$ cat src/sv/mar_pkg.sv
// ----------------------------------------------------------------------------
// mar_pkg
// Shared types and constants of the matrix argmax reduction block.
// ----------------------------------------------------------------------------
package mar_pkg;

   localparam int VALUE_W     = 32;   // signed Q16.16 element
   localparam int INDEX_W     = 20;   // flattened result index
   localparam int CFG_W       = 11;   // widest configuration register
   localparam int CSR_IDX_W   = 2;
   localparam int MODE_W      = 2;

   localparam int MAX_ROWS_DEF  = 1024;
   localparam int MAX_COLS_DEF  = 1024;
   localparam int RSP_DEPTH_DEF = 4;

   // register indices
   localparam logic [CSR_IDX_W-1:0] CSR_MODE = 2'd0;
   localparam logic [CSR_IDX_W-1:0] CSR_ROWS = 2'd1;
   localparam logic [CSR_IDX_W-1:0] CSR_COLS = 2'd2;

   // reduction modes (the unused code behaves as the whole-tensor mode)
   localparam logic [MODE_W-1:0] MODE_TENSOR = 2'd0;
   localparam logic [MODE_W-1:0] MODE_ROW    = 2'd1;
   localparam logic [MODE_W-1:0] MODE_COL    = 2'd2;

   typedef struct packed {
      logic [INDEX_W-1:0] best_index;
      logic               final_res;
   } rsp_type;

endpackage

$ cat src/sv/mar_rsp_fifo.sv
// ----------------------------------------------------------------------------
// mar_rsp_fifo
// Small flop-based result queue that decouples the update stage from the
// result channel.
// ----------------------------------------------------------------------------
module mar_rsp_fifo
   import mar_pkg::*;
#(
   parameter int DEPTH = RSP_DEPTH_DEF,
   localparam int PW   = (DEPTH > 1) ? $clog2(DEPTH) : 1
) (
   input  logic          clock,
   input  logic          reset,
   input  logic          push,
   input  rsp_type       push_data,
   input  logic          pop,
   output logic          not_empty,
   output rsp_type       head,
   output logic [PW:0]   count
);

   rsp_type       entry_ff [DEPTH];
   logic [PW-1:0] wr_ptr_ff, wr_ptr_in;
   logic [PW-1:0] rd_ptr_ff, rd_ptr_in;
   logic [PW:0]   count_ff, count_in;

   function automatic logic [PW-1:0] ptr_next(input logic [PW-1:0] p);
      if (p == PW'(DEPTH - 1)) begin
         return '0;
      end
      return p + 1'b1;
   endfunction

   always_comb begin
      wr_ptr_in = push ? ptr_next(wr_ptr_ff) : wr_ptr_ff;
      rd_ptr_in = pop  ? ptr_next(rd_ptr_ff) : rd_ptr_ff;
      count_in  = count_ff + (PW+1)'(push) - (PW+1)'(pop);
   end

   always_ff @(posedge clock) begin
      if (reset) begin
         wr_ptr_ff <= '0;
         rd_ptr_ff <= '0;
         count_ff  <= '0;
      end else begin
         wr_ptr_ff <= wr_ptr_in;
         rd_ptr_ff <= rd_ptr_in;
         count_ff  <= count_in;
      end
      if (push) begin
         entry_ff[wr_ptr_ff] <= push_data;
      end
   end

   assign not_empty = (count_ff != '0);
   assign head      = entry_ff[rd_ptr_ff];
   assign count     = count_ff;

`ifndef SYNTHESIS
   a_no_underflow: assert property (@(posedge clock) disable iff (reset)
      !(pop && count_ff == '0))
      else $error("result queue popped while empty");
   a_no_overflow: assert property (@(posedge clock) disable iff (reset)
      !(push && !pop && count_ff == (PW+1)'(DEPTH)))
      else $error("result queue pushed while full");
   a_count_step: assert property (@(posedge clock) disable iff (reset)
      (push && !pop) |=> (count_ff == $past(count_ff) + 1'b1))
      else $error("result queue count did not advance");
`endif

endmodule

$ cat config.mk
export PLATFORM = sky130hd
export DESIGN_NAME = mar_rsp_fifo
export DESIGN_NICKNAME = d
export VERILOG_FILES = /design/src/sv/mar_pkg.sv /design/src/sv/mar_rsp_fifo.sv
export SDC_FILE = /design/constraint.sdc
export NUM_CORES = 1
export LEC_CHECK = 0
export ABC_AREA = 0
export BUFFER_PORTS_ARGS = -buffer_cell sky130_fd_sc_hd__buf_4
export CAP_MARGIN = 20
export CORE_ASPECT_RATIO = 0.5
export CORE_MARGIN = 2
export CORE_UTILIZATION = 50
export CTS_BUF_LIST = sky130_fd_sc_hd__clkbuf_2
export DETAILED_ROUTE_END_ITERATION = 16
export HOLD_SLACK_MARGIN = 0.02
export PLACE_DENSITY = 0.71
export SYNTH_ARGS = -nofsm -noshare
export SYNTH_HDL_FRONTEND = slang
export SYNTH_SLANG_ARGS = --single-unit
$ cat constraint.sdc
create_clock -name clock -period 1.62 [get_ports clock]
set_input_delay 0.324 -clock clock [delete_from_list [all_inputs] [get_ports clock]]
set_output_delay 0.324 -clock clock [all_outputs]
set_load 0.01 [all_outputs]
Yosys cells after proc, flatten, opt, wreduce, memory -nomap -nowiden
Memory sizes are Yosys's and may differ from the RTL's. A register that Yosys moved wholly into a read port is not among the register bits.
Cells that the tools add are included.
{"block": "word_totals", "mem_bits_rw": 84, "register_bits": 7, "memories": 1}
{"block": "op_classes", "add_sub_neg": 4, "mux": 10, "n_eq_ne": 2, "n_reduce_logical": 1}
{"name": "entry_ff", "words": 4, "width": 21, "read_ports": 1, "rd_ports_with_merged_regs": 1, "write_ports": 1, "line_no": "mar_rsp_fifo.sv:22", "source": "rsp_type entry_ff [DEPTH];"}
{"operator": "2-bit 2-to-1 mux", "count": 6}
{"operator": "2-bit by 1-bit adder with 2-bit output, second input constant", "count": 2}
{"operator": "2-bit equality test, second input constant", "count": 2}
{"operator": "1-bit 2-to-1 mux", "count": 4}
{"operator": "3-bit by 1-bit adder with 3-bit output", "count": 1}
{"operator": "3-bit nonzero test", "count": 1}
{"operator": "3-bit by 1-bit subtractor with 3-bit output", "count": 1}

Logic depth before layout (Yosys ltp)
{"block": "depth", "word_depth": 5, "ltp_mapped": 8, "ltp_nobuf": 8}

Worst setup path after synthesis
OpenSTA, ideal clock, no wires.
{"block": "synth_path", "kind": "reg-to-reg", "from": "register count_ff[0] (netlist: count[0])", "to": "register count_ff[2] (netlist: count[2])", "t_required_ps": 1510, "path_stages_with_launch": 9, "arrival_time_ps": 1468, "path_buffers": 0, "path_slack_ps": 41, "cell_sequence": "dfxtp_1 -> inv_1 -> ha_1 -> inv_1 -> ha_1 -> inv_1 -> fa_1 -> xnor3_1 -> nor2_1"}
{"block": "synth_between", "elab_chain_len": 2}
{"element": "from (decl)", "line_no": "mar_rsp_fifo.sv:25", "source": "logic [PW:0] count_ff, count_in;"}
{"element": "from (signal assigned)", "line_no": "mar_rsp_fifo.sv:48", "source": "count_ff <= count_in;"}
{"element": "3-bit by 1-bit adder with 3-bit output", "line_no": "mar_rsp_fifo.sv:37", "source": "count_in = count_ff + (PW+1)'(push) - (PW+1)'(pop);"}
{"element": "3-bit by 1-bit subtractor with 3-bit output", "line_no": "mar_rsp_fifo.sv:37"}
Every way passes these cells.
A chain may end at the register's enable or synchronous reset.

==> flow_summary.ini <==
[sta]
worstMarginPinSlew_ns = 0.272
skew_ns = 0.0235
whs_ns = 0.0959
fin_crit_ns = 2.13
worst_slack_ns = -0.512
hold_viol_final = 0
fin_crit_sh_pct = 132
fin_tns_setup_ns = -10.48
drv_slew = 0
setup_viol = 22
fmax_mhz = 469
max_slew_margin_pct = 81.9
rsz0062_at_grt = true

[drt]
drt_iter0_markers = 160
ant_nets = 0
routed_wirelength_um = 5900
post_drt_via_cell_ratio = 5.01
via_count = 1702
wl_per_cell_um = 17.3
firstDrtPassIters = 4
drc = 0

[die]
rows = 21
ios = 50
die_h_um = 62.9
die-width_um = 122
die_area_um2 = 7670
core-area_um2 = 6700
initial_core_util_pct = 51.8

[synthesis]
syn_area_per_cell_um2 = 23.2
synth_area_leaders = edfxtp_1 73%, mux4_2 13%, dfxtp_1 5.2%
syn_nets = 183
synth-seq-cells = 93
synth_top_family_by_area = multiplexers
ys_seq_area_share_pct = 77.8
synth_compound_area_share_pct = 0.288
synthCells = 150
ys_types = 19
yosys.area.top_type_share_pct = 72.6
synth-simple-area-share_pct = 2.38
yosys_warnings = 0
synthMuxAreaShare_pct = 14.3
synth_top_area_cell = edfxtp_1
synth-xor-area-share_pct = 0.648
syn-cell-area_um2 = 3470
yosys.area_share.adder_pct = 3.10

[finish]
final_nets = 276
fillers = 426
antenna_cells = 0
area_growth_pct = 30.7
final_util_pct = 67.7
drive_gt1_share_pct = 44.8

[run_status]
status = complete, but fails checks
violations = setup timing

[setup_path]
cp-end-kind = primary output
arrival_ns = 1.81
cp-start-kind = flop
critPathKind = reg2out
worstPathMaxFanout = 8
cp.required_ns = 1.30

[power_and_ir_drop]
sw_frac_of_total_pct = 23.2
pwr-share-seq_pct = 59.3
finalPower_mw = 4.71
p_int_mw = 3.62
p_leak_nw = 1.62
ir_drop_mv = 0.602
powerDensity_nw_per_um2 = 1040
p_switching_mw = 1.09
power_frac_clock_pct = 22.9
combPwrFrac_pct = 17.8

[hold_path]
min_path_type = in2reg

[grt]
grt_usage_pct = 16.7
grt_pass1_wl_um = 9010
grt_max_degree = 20
grt_pass1_vias = 1822
grt_overflow = 0
antenna_found_initial = 0

[placement]
pre_cts_ws_ns = -0.0569
dp_hpwl_um = 3670
portBuffers = 49
routabilityCongestion = 0.685

[clock_network]
cts_buffer_depth = 2
insertion_delay_ns = 0.55
clock_sinks = 93
cts_root_buf = clkbuf_2
cts_htree_levels = 3
cts_tree = yes
clk_pin_slew_ns = 0.22
cts_buffers = 9

[run]
cap_violations = 0
[kinds of logic after synthesis]
logic type                 count (synthesis)
AOI/OAI and AO/OA                          2
xor gates and xnor gates                   1
adders and majority gates                  8
buffers and inverters                      9
DFF                                       93
muxes                                     23
and+or+nand+nor                           14
[flip-flops by register name, summed over array words and instances (netlist names), named ones only]
| name | count |
|---|---|
| rd_ptr_ff | 2 |
| wr_ptr_ff | 2 |
| entry_ff | 84 |
| count | 3 |
[cell usage in the layout (no fill, tap or decap), types with 3 or more instances in the layout]
| cell type | netlist | final |
|---|---|---|
| edfxtp_1 | 84 | 84 |
| ha_1 | 7 | 5 |
| mux4_2 | 20 | 21 |
| and2_1 | 4 | 4 |
| buf_6 | 2 | 22 |
| clkbuf_2 | 0 | 11 |
| inv_2 | 0 | 3 |
| buf_12 | 0 | 3 |
| dlygate4sd3_1 | 0 | 22 |
| buf_4 | 0 | 38 |
| dfxtp_1 | 9 | 5 |
| nor2_1 | 4 | 4 |
[final cells by class]
cell class	instances	area, um2	area share [%]
Inverter	5	18.8	0.413
Sequential cell	93	2710	59.8
Clock buffer	11	55.1	1.21
Tap cell	92	115	2.54
Timing Repair Buffer	86	838	18.5
Multi-Input combinational cell	48	748	16.5
Clock inverter	5	51.3	1.13
[cells in the mapped netlist, drive strengths merged]
library cell,count
edfxtp,84
mux4,21
dfxtp,9
ha,7
inv,5
and2,4
buf,4
nor2,4
a21oi,2
mux2i,2
nand2b,2
or3b,2
fa,1
nor2b,1
or3,1
xnor3,1
[what timing repair did]
action | in CTS | in global routing
pin swaps | 1 | 3
resized for setup | 28 | 8
gates cloned | 0 | 1
hold buffers | 22 | 0
setup buffers | 2 | 0
endpoints found under the hold margin | 93 | 0
setup endpoints to repair | 22 | 23
[through the flow]
stage / cells / area (um2)
floorplan: 150 / 3470
global placement: 299 / 4050
detailed placement: 299 / 4050
CTS: 339 / 4480
global route: 340 / 4540
finish: 340 / 4540
[power groups by stage]
stage / clock network (mW) / registers, mW / logic (mW)
finish: 1.08 / 2.79 / 0.837
global route: 1.20 / 2.80 / 0.898
CTS: 1.11 / 2.79 / 0.810
detailed placement: 0 / 2.85 / 0.659
global placement: 0 / 2.83 / 0.639
floorplan: 0 / 2.84 / 0.332
[critical path, stage by stage, from the launching register on]
cell	delay, ns
dfxtp_4	0.44
buf_12	0.15
mux4_2	0.53
buf_6	0.14
[routing by layer]
| metal | vias to the layer above | share of wire [%] | routed length [um] | track usage (%) |
|---|---|---|---|---|
| met5 | - | 0 | 0 | 0 |
| met4 | 0 | 1.3 | 74 | 6.90 |
| met3 | 8 | 3.3 | 195 | 5.20 |
| met2 | 32 | 54 | 3170 | 28.2 |
| met1 | 866 | 42 | 2460 | 20.1 |
| li1 | 796 | - | - | - |
[final timing paths]
kind,startpoint,to,slack [ns],cells after the start
worst max-delay path,flop,head[6],-0.51,3
worst min-delay path,push,wr_ptr_ff[1]$_SDFFE_PP0P_,0.1,3
worst max register to register,count[0]$_SDFF_PP0_,count[2]$_SDFF_PP0_,0.03,8
worst min register to register,rd_ptr_ff[0]$_SDFFE_PP0P_,flop,0.52,2
Note: power is estimated with default switching activity, not from simulation.
